===== config.mk =====
export PLATFORM = sky130hd
export DESIGN_NAME = thermostat_heat_cool_controller
export DESIGN_NICKNAME = d
export VERILOG_FILES = /design/src/rtl/thcc_pkg.sv /design/src/rtl/thcc_regs.sv /design/src/rtl/thcc_ctrl.sv /design/src/rtl/thermostat_heat_cool_controller.sv
export VERILOG_INCLUDE_DIRS = /design/src /design/src/rtl
export SDC_FILE = /design/constraint.sdc
export NUM_CORES = 1
export LEC_CHECK = 0
export ABC_AREA = 1
export BUFFER_PORTS_ARGS = -buffer_cell sky130_fd_sc_hd__buf_2
export CAP_MARGIN = 25
export CORE_AREA = 2 2 192 194
export CTS_BUF_LIST = sky130_fd_sc_hd__clkbuf_2 sky130_fd_sc_hd__clkbuf_4 sky130_fd_sc_hd__clkbuf_8
export DETAILED_ROUTE_END_ITERATION = 16
export DIE_AREA = 0 0 194 196
export PLACE_DENSITY = 0.65
export SLEW_MARGIN = 0
export SYNTH_ARGS = -nofsm -noshare
export SYNTH_HDL_FRONTEND = slang
export SYNTH_SLANG_ARGS = --single-unit

===== constraint.sdc =====
create_clock -name clk -period 9 [get_ports clk]
set_input_delay 1.35 -clock clk [delete_from_list [all_inputs] [get_ports clk]]
set_output_delay 1.35 -clock clk [all_outputs]
set_load 0.005 [all_outputs]

===== src/rtl/assert_macros.svh =====
// Assertion helpers shared by the RTL; they compile away when SYNTH is set.
`ifndef ASSERT_MACROS_SVH
`define ASSERT_MACROS_SVH

`ifndef SYNTH

// expr must hold at every clock edge outside reset
`define ASSERT_ALWAYS(lbl, clk, rstn, expr) \
	lbl: assert property (@(posedge clk) disable iff (!rstn) (expr)) \
		else $error("assertion failed: invariant");

// when ante holds, cons must hold in the next cycle
`define ASSERT_NEXT(lbl, clk, rstn, ante, cons) \
	lbl: assert property (@(posedge clk) disable iff (!rstn) (ante) |=> (cons)) \
		else $error("assertion failed: next-cycle implication");

`else

`define ASSERT_ALWAYS(lbl, clk, rstn, expr)
`define ASSERT_NEXT(lbl, clk, rstn, ante, cons)

`endif

`endif


===== src/rtl/thcc_pkg.sv =====
package thcc_pkg;

	// APB address width: seven 32-bit registers at byte addresses 4*i
	localparam int ADDR_W = 5;

	typedef enum logic [1:0] {
		SEL_OFF  = 2'd0,
		SEL_AUTO = 2'd1,
		SEL_HEAT = 2'd2,
		SEL_COOL = 2'd3
	} sel_mode_t;

	typedef enum logic [1:0] {
		OP_UNDEF = 2'd0,
		OP_HEAT  = 2'd1,
		OP_COOL  = 2'd2
	} op_mode_t;

	typedef enum logic [2:0] {
		REG_SELECTED_MODE = 3'd0,
		REG_UPPER_HYST    = 3'd1,
		REG_UPPER_SWITCH  = 3'd2,
		REG_LOWER_HYST    = 3'd3,
		REG_LOWER_SWITCH  = 3'd4,
		REG_RESTART_WAIT  = 3'd5,
		REG_FAN_WAIT      = 3'd6
	} reg_idx_t;

	// reset values of the configuration registers
	localparam logic [1:0]         RST_SELECTED_MODE = 2'd2;
	localparam logic signed [11:0] RST_UPPER_HYST    = 12'sd352;
	localparam logic signed [11:0] RST_UPPER_SWITCH  = 12'sd368;
	localparam logic signed [11:0] RST_LOWER_HYST    = 12'sd288;
	localparam logic signed [11:0] RST_LOWER_SWITCH  = 12'sd272;
	localparam logic [31:0]        RST_RESTART_WAIT  = 32'd120000;
	localparam logic [31:0]        RST_FAN_WAIT      = 32'd300000;

	typedef struct packed {
		sel_mode_t          selected_mode;
		logic signed [11:0] upper_hysteresis_temp;
		logic signed [11:0] upper_switch_temp;
		logic signed [11:0] lower_hysteresis_temp;
		logic signed [11:0] lower_switch_temp;
		logic [31:0]        restart_wait_ticks;
		logic [31:0]        fan_wait_ticks;
	} cfg_t;

	typedef struct packed {
		logic signed [11:0] chamber_temp;
		logic [31:0]        now_ticks;
	} item_t;

	typedef struct packed {
		op_mode_t operating_mode;
		logic     fan_on;
		logic     cooler_on;
		logic     heater_on;
	} result_t;

endpackage


===== src/rtl/thcc_regs.sv =====
module thcc_regs
	import thcc_pkg::*;
(
	input  logic              clk,
	input  logic              arst_n,
	input  logic              psel,
	input  logic              penable,
	input  logic              pwrite,
	input  logic [ADDR_W-1:0] paddr,
	input  logic [31:0]       pwdata,
	output logic [31:0]       prdata,
	output cfg_t              cfg
);

	cfg_t     cfg_q;
	reg_idx_t idx;
	logic     wr_en;

	assign idx   = reg_idx_t'(paddr[ADDR_W-1:2]);
	assign wr_en = psel & penable & pwrite;
	assign cfg   = cfg_q;

	// register writes on the access cycle
	always_ff @(posedge clk or negedge arst_n) begin
		if (!arst_n) begin
			cfg_q.selected_mode         <= sel_mode_t'(RST_SELECTED_MODE);
			cfg_q.upper_hysteresis_temp <= RST_UPPER_HYST;
			cfg_q.upper_switch_temp     <= RST_UPPER_SWITCH;
			cfg_q.lower_hysteresis_temp <= RST_LOWER_HYST;
			cfg_q.lower_switch_temp     <= RST_LOWER_SWITCH;
			cfg_q.restart_wait_ticks    <= RST_RESTART_WAIT;
			cfg_q.fan_wait_ticks        <= RST_FAN_WAIT;
		end else if (wr_en) begin
			unique case (idx)
				REG_SELECTED_MODE: cfg_q.selected_mode <= sel_mode_t'(pwdata[1:0]);
				REG_UPPER_HYST:    cfg_q.upper_hysteresis_temp <= pwdata[11:0];
				REG_UPPER_SWITCH:  cfg_q.upper_switch_temp <= pwdata[11:0];
				REG_LOWER_HYST:    cfg_q.lower_hysteresis_temp <= pwdata[11:0];
				REG_LOWER_SWITCH:  cfg_q.lower_switch_temp <= pwdata[11:0];
				REG_RESTART_WAIT:  cfg_q.restart_wait_ticks <= pwdata;
				REG_FAN_WAIT:      cfg_q.fan_wait_ticks <= pwdata;
				default: ;
			endcase
		end
	end

	// read mux; temperatures come back sign-extended
	always_comb begin
		unique case (idx)
			REG_SELECTED_MODE: prdata = {30'd0, cfg_q.selected_mode};
			REG_UPPER_HYST:    prdata = 32'(cfg_q.upper_hysteresis_temp);
			REG_UPPER_SWITCH:  prdata = 32'(cfg_q.upper_switch_temp);
			REG_LOWER_HYST:    prdata = 32'(cfg_q.lower_hysteresis_temp);
			REG_LOWER_SWITCH:  prdata = 32'(cfg_q.lower_switch_temp);
			REG_RESTART_WAIT:  prdata = cfg_q.restart_wait_ticks;
			REG_FAN_WAIT:      prdata = cfg_q.fan_wait_ticks;
			default:           prdata = 32'd0;
		endcase
	end

endmodule


===== src/rtl/thcc_ctrl.sv =====
`include "assert_macros.svh"

module thcc_ctrl
	import thcc_pkg::*;
(
	input  logic    clk,
	input  logic    arst_n,
	input  logic    fire,
	input  item_t   item,
	input  cfg_t    cfg,
	output result_t res
);

	op_mode_t    mode_q;
	logic        heater_q;
	logic        cooler_q;
	logic        fan_q;
	logic [31:0] last_off_q;

	op_mode_t    mode_d;
	logic        heater_d;
	logic        cooler_d;
	logic        fan_d;
	logic [31:0] last_off_d;
	logic [31:0] elapsed;
	logic        can_restart;
	logic        can_stop_fan;
	logic        hot;
	logic        cold;

	// one control pass: timers, mode selection, drive hysteresis
	always_comb begin
		last_off_d = (item.now_ticks < last_off_q) ? item.now_ticks : last_off_q;
		elapsed      = item.now_ticks - last_off_d;
		can_restart  = elapsed > cfg.restart_wait_ticks;
		can_stop_fan = elapsed > cfg.fan_wait_ticks;
		hot  = item.chamber_temp > cfg.upper_hysteresis_temp;
		cold = item.chamber_temp < cfg.lower_hysteresis_temp;
		mode_d   = mode_q;
		heater_d = heater_q;
		cooler_d = cooler_q;
		fan_d    = fan_q;

		// pick the operating mode
		case (cfg.selected_mode)
			SEL_AUTO: begin
				case (mode_q)
					OP_UNDEF: begin
						if (item.chamber_temp > cfg.upper_switch_temp)
							mode_d = OP_COOL;
						else if (item.chamber_temp < cfg.lower_switch_temp)
							mode_d = OP_HEAT;
					end
					OP_HEAT: begin
						if (item.chamber_temp > cfg.upper_switch_temp)
							mode_d = OP_COOL;
					end
					OP_COOL: begin
						if (item.chamber_temp < cfg.lower_switch_temp)
							mode_d = OP_HEAT;
					end
					default: mode_d = OP_UNDEF;
				endcase
			end
			SEL_COOL: mode_d = OP_COOL;
			default:  mode_d = OP_HEAT;
		endcase

		if (cfg.selected_mode == SEL_OFF) begin
			// off clears everything; a running cooler records its stop time
			mode_d = OP_UNDEF;
			if (cooler_q)
				last_off_d = item.now_ticks;
			heater_d = 1'b0;
			cooler_d = 1'b0;
			fan_d    = 1'b0;
		end else if (mode_d == OP_COOL) begin
			if (heater_q) begin
				last_off_d = item.now_ticks;
				heater_d   = 1'b0;
			end
			if (cooler_q && cold) begin
				last_off_d = item.now_ticks;
				cooler_d   = 1'b0;
			end else if (!cooler_q) begin
				if (can_restart && hot) begin
					cooler_d = 1'b1;
					fan_d    = 1'b1;
				end else if (fan_q && can_stop_fan) begin
					fan_d = 1'b0;
				end
			end
		end else if (mode_d == OP_HEAT) begin
			if (cooler_q) begin
				last_off_d = item.now_ticks;
				cooler_d   = 1'b0;
			end
			if (heater_q && hot) begin
				last_off_d = item.now_ticks;
				heater_d   = 1'b0;
			end else if (!heater_q) begin
				if (cold) begin
					heater_d = 1'b1;
					fan_d    = 1'b1;
				end else if (fan_q && can_stop_fan) begin
					fan_d = 1'b0;
				end
			end
		end else begin
			mode_d   = OP_UNDEF;
			heater_d = 1'b0;
			cooler_d = 1'b0;
			if (fan_q && can_stop_fan)
				fan_d = 1'b0;
		end
	end

	// controller state; it also serves as the result register
	always_ff @(posedge clk or negedge arst_n) begin
		if (!arst_n) begin
			mode_q     <= OP_UNDEF;
			heater_q   <= 1'b0;
			cooler_q   <= 1'b0;
			fan_q      <= 1'b0;
			last_off_q <= 32'd0;
		end else if (fire) begin
			mode_q     <= mode_d;
			heater_q   <= heater_d;
			cooler_q   <= cooler_d;
			fan_q      <= fan_d;
			last_off_q <= last_off_d;
		end
	end

	assign res.operating_mode = mode_q;
	assign res.fan_on         = fan_q;
	assign res.cooler_on      = cooler_q;
	assign res.heater_on      = heater_q;

	`ASSERT_ALWAYS(a_no_heat_and_cool, clk, arst_n, !(heater_q && cooler_q))
	`ASSERT_ALWAYS(a_fan_with_drive, clk, arst_n, !(heater_q || cooler_q) || fan_q)
	`ASSERT_NEXT(a_off_clears, clk, arst_n, fire && cfg.selected_mode == SEL_OFF,
		!heater_q && !cooler_q && !fan_q && mode_q == OP_UNDEF)
	`ASSERT_NEXT(a_heat_only_mode, clk, arst_n, fire && cfg.selected_mode == SEL_HEAT,
		mode_q == OP_HEAT && !cooler_q)

endmodule


===== src/rtl/thermostat_heat_cool_controller.sv =====
// Heat/cool thermostat with hysteresis, cooler restart delay and fan run-on.
// Input stream: one word per control pass, s_axis_tdata carries the tick
// count and the signed chamber temperature (1/16 degree). Output stream: one
// word per pass with heater, cooler and fan drives and the operating mode.
// The input word is registered in the input register and the pass result in
// the controller state. Throughput: one word per cycle while m_axis_tready is
// high; the whole pass (32-bit elapsed-time subtract, two compares against the
// waits, temperature compares and the mode logic) sits between the two registers.
// The controller state doubles as the output register, so it only updates
// when the output slot is empty or being drained.
// When m_axis_tready is low the result holds; one more word is taken into
// the input register and then s_axis_tready drops until the output drains.
// Reset: configuration returns to heat-only mode with default thresholds,
// all drives off, operating mode undefined, last switch-off time zero.
// Configuration goes through the APB port (pready always high) and should
// be written only while no word is in flight.
module thermostat_heat_cool_controller
	import thcc_pkg::*;
(
	input  logic              clk,
	input  logic              arst_n,
	input  logic              s_axis_tvalid,
	output logic              s_axis_tready,
	input  logic [47:0]       s_axis_tdata,  // [31:0] now_ticks, [43:32] chamber_temp, pad
	output logic              m_axis_tvalid,
	input  logic              m_axis_tready,
	output logic [7:0]        m_axis_tdata,  // [0] heater_on, [1] cooler_on, [2] fan_on,
	                                         // [4:3] operating_mode, pad
	input  logic              psel,
	input  logic              penable,
	input  logic              pwrite,
	input  logic [ADDR_W-1:0] paddr,
	input  logic [31:0]       pwdata,
	output logic [31:0]       prdata,
	output logic              pready
);

	cfg_t    cfg;
	item_t   item_s1;
	logic    valid_s1;
	logic    out_valid_q;
	logic    fire;
	logic    accept;
	result_t res;

	assign pready = 1'b1;

	thcc_regs u_regs (
		.clk     (clk),
		.arst_n  (arst_n),
		.psel    (psel),
		.penable (penable),
		.pwrite  (pwrite),
		.paddr   (paddr),
		.pwdata  (pwdata),
		.prdata  (prdata),
		.cfg     (cfg)
	);

	// handshake: the pass runs when the output slot is free or being taken
	assign fire          = valid_s1 & (~out_valid_q | m_axis_tready);
	assign s_axis_tready = ~valid_s1 | fire;
	assign accept        = s_axis_tvalid & s_axis_tready;

	always_ff @(posedge clk or negedge arst_n) begin
		if (!arst_n) begin
			valid_s1    <= 1'b0;
			out_valid_q <= 1'b0;
		end else begin
			if (accept)
				valid_s1 <= 1'b1;
			else if (fire)
				valid_s1 <= 1'b0;
			if (fire)
				out_valid_q <= 1'b1;
			else if (m_axis_tready)
				out_valid_q <= 1'b0;
		end
	end

	// input word register
	always_ff @(posedge clk) begin
		if (accept) begin
			item_s1.now_ticks    <= s_axis_tdata[31:0];
			item_s1.chamber_temp <= s_axis_tdata[43:32];
		end
	end

	thcc_ctrl u_ctrl (
		.clk    (clk),
		.arst_n (arst_n),
		.fire   (fire),
		.item   (item_s1),
		.cfg    (cfg),
		.res    (res)
	);

	assign m_axis_tvalid = out_valid_q;
	assign m_axis_tdata  = {3'd0, res.operating_mode, res.fan_on, res.cooler_on,
		res.heater_on};

endmodule


==> qor.csv <==
metric;value;unit
outcome;finished clean;
die area;38000;sq um
Final #Nets;2575;
Slew Limit Fails;0;
clk slew on worst S/H paths;0.12;ns
required time worst endpoint;9.43;ns
Global Route Usage Sum;0.257;
Post-Syn Area;15900;sq um
Fin. Hold Viols;0;
CP max FO;33;
slowest stage delay, CP;0.53;ns
vias in the first global route;14800;
DRC marker count from the first detailed-route iteration;1276;
initial antenna violation count;0;
Root Buffer;clkbuf_8;
post-synthesis cell type count;51;
Post-synth ARST share;0.777;
WL per Instance;17.5;um
biggest area consumer among synthesized cells;dfrtp_1;
static leakage;9.01;nW
I/O Pins;135;
critical path capture point type;flip-flop;
area share of the largest cell type after synthesis;0.198;
Post-synth EDFFs;44;
unrepaired setup endpoints after global routing;false;
Commonest cells post-synth;nand2_1 (577), inv_1 (339), nand3_1 (192), ha_1 (173), o21ai_0 (158);
Max-slew headroom;0.369;
CTS sink count;197;
Setup Buffers After CTS;0;
core outline area;36100;sq um
H-tree levels;4;
Critical Path Slowest Stage Cell;nand2_4;
final cycle utilization of the critical path;0.721;
share of cells above drive strength 1;0.102;
latest clock arrival within the worst-skew pair;0.53;ns
total negative slack;0;ns
Port Buffers;124;
Cell Rows;70;
DR DRC count;0;
Final setup viols;0;
diodes inserted;0;
WP data arrival;6.92;ns
#FFs+latches synth;197;
first-pass GRT wire length;77.5;mm
placed inst area;16800;sq um
skew final;0.0188;ns
vias per cell;5.51;
Critical path buffers and inverters;1;
WS Path Type;flip-flop to flip-flop;
Min Hold Slack;0.499;ns
maximum vdd drop;270;uV
drt first pass iters;6;
pwr/cell area;357;nW/um^2
Overflow after GRT;0;
min-delay worst type;flip-flop to flip-flop;
commonest register cell after synthesis;dfrtp_1;
most numerous cell in the Yosys netlist;nand2_1;
post_cts resized;0;
synth warn;0;
crit-path most repeated cell;nand2_1;
max-cap violation count;0;
Worst setup SP type;flip-flop;
final instance area;17300;sq um
largest net degree at the start of global routing;85;
Total Power Consumption;6.16;mW
Max clock buf depth;2;
Max Fclk;154;MHz
Synth Area per Inst;7.13;sq um
Slew @ Worst Pin;0.944;ns
Hold Buf Count CTS;0;
Num CTS Buffers;17;
gp weighted congestion;0.928;
DP HPWL;34.7;mm
sequential-to-total area share from yosys stat;0.325;
Top delay family on crit path;simple AND/OR/NAND/NOR gates;
via count;15400;
Die W;194;um
Post-Syn Instances;2235;
post-route ant nets;0;
Total Wirelength;48.9;mm
die height;196;um
Starting Density;0.442;
Final min period;6.49;ns
CTS tree;yes;
Layout area overhead;8.29;%
Area contributors post-synth;dfrtp_1 (20%), nand2_1 (14%), ha_1 (14%);
[final timing paths]
path / start / endpoint / slack (ns) / cells after the start
max: item_s1[23] / u_ctrl.fan_q / 2.51 / 32
min: u_regs.cfg[81] / u_regs.cfg[81] / 0.50 / 2
min in group asynchronous: arst_n / u_regs.cfg[82] / 0.90 / 1
min reg2reg: u_regs.cfg[81] / u_regs.cfg[81] / 0.50 / 2
max reg2reg: item_s1[23] / u_ctrl.fan_q / 2.51 / 32
max in group asynchronous: arst_n / u_regs.cfg[18] / 6.95 / 3
[sequential cells by signal, summed over array words and instances (netlist names)]
signal / flops
m_axis_tvalid: 1
u_ctrl.fan_q: 1
u_ctrl.mode_q: 2
valid_s1: 1
u_ctrl.last_off_q: 32
u_ctrl.heater_q: 1
u_regs.cfg: 114
u_ctrl.cooler_q: 1
item_s1: 44
[cell usage in the layout (no fill, tap or decap), types with 8 or more instances in the layout]
cell type  netlist  final
clkbuf_8         0     18
nor3_1          10     10
a21oi_1        153    153
nand2_1        577    577
ha_1           173    173
edfxtp_1        44     44
o21ai_1         12     12
nand4_1         10     10
inv_1          339    338
o22ai_1         18     18
o21ai_0        158    158
a221oi_1         9      8
dfstp_2         27     27
xnor2_1          9      9
dfrtp_1        126    126
buf_2           16    123
buf_4           15     16
xor2_1          22     22
nor2_1         148    145
o221ai_1        33     33
o211ai_1        27     27
nand3_1        192    191
[report_power, final]
group          internal, mW  switching, mW  total, mW  leakage [nW]
sequential             1.14          0.124       1.27          2.19
combinational          1.47           2.81       4.28          6.62
clock                 0.239          0.374      0.613         0.206
total                  2.86           3.30       6.16          9.01
[cells by family after synthesis]
| group | synth area share |
|---|---|
| AND/OR/NAND/NOR | 0.255 |
| buffers and inverters | 0.112 |
| AO/OA/AOI/OAI | 0.153 |
| flip-flops | 0.325 |
| adder cells (fa/ha/maj) | 0.137 |
| XOR/XNOR | 0.0170 |
| other | 0.000471 |
[worst min-delay path, cell delays in order, from the launching register on]
cell	delay [ns]
dfstp_2	0.38
nand2_1	0.05
o21ai_0	0.07
[routing by layer]
metal,global-route usage,up-vias,wire length (um)
li1,-,7479,-
met1,0.348,7146,22000
met2,0.409,648,21900
met3,0.0447,99,3700
met4,0.0988,0,1330
met5,0,-,0
[layout make-up]
| type | count | area, sq um |
|---|---|---|
| Clock buffer | 19 | 255 |
| Clock inverter | 13 | 135 |
| Fill cell | 3655 | 18800 |
| Inverter | 347 | 1300 |
| Multi-Input combinational cell | 1604 | 9000 |
| Sequential cell | 197 | 5180 |
| Tap cell | 468 | 586 |
| Timing Repair Buffer | 142 | 795 |
[per-stage QoR]
stage / setup slack, ns / instances / util
final: 2.51 / 2790 / 0.478
after global routing: 1.96 / 2790 / 0.478
after CTS: 2.67 / 2789 / 0.478
after detailed placement: 2.70 / 2757 / 0.467
after global placement: 2.76 / 2756 / 0.466
after floorplan: 4.39 / 2237 / -
No activity file was read; power rests on OpenSTA's default activity.
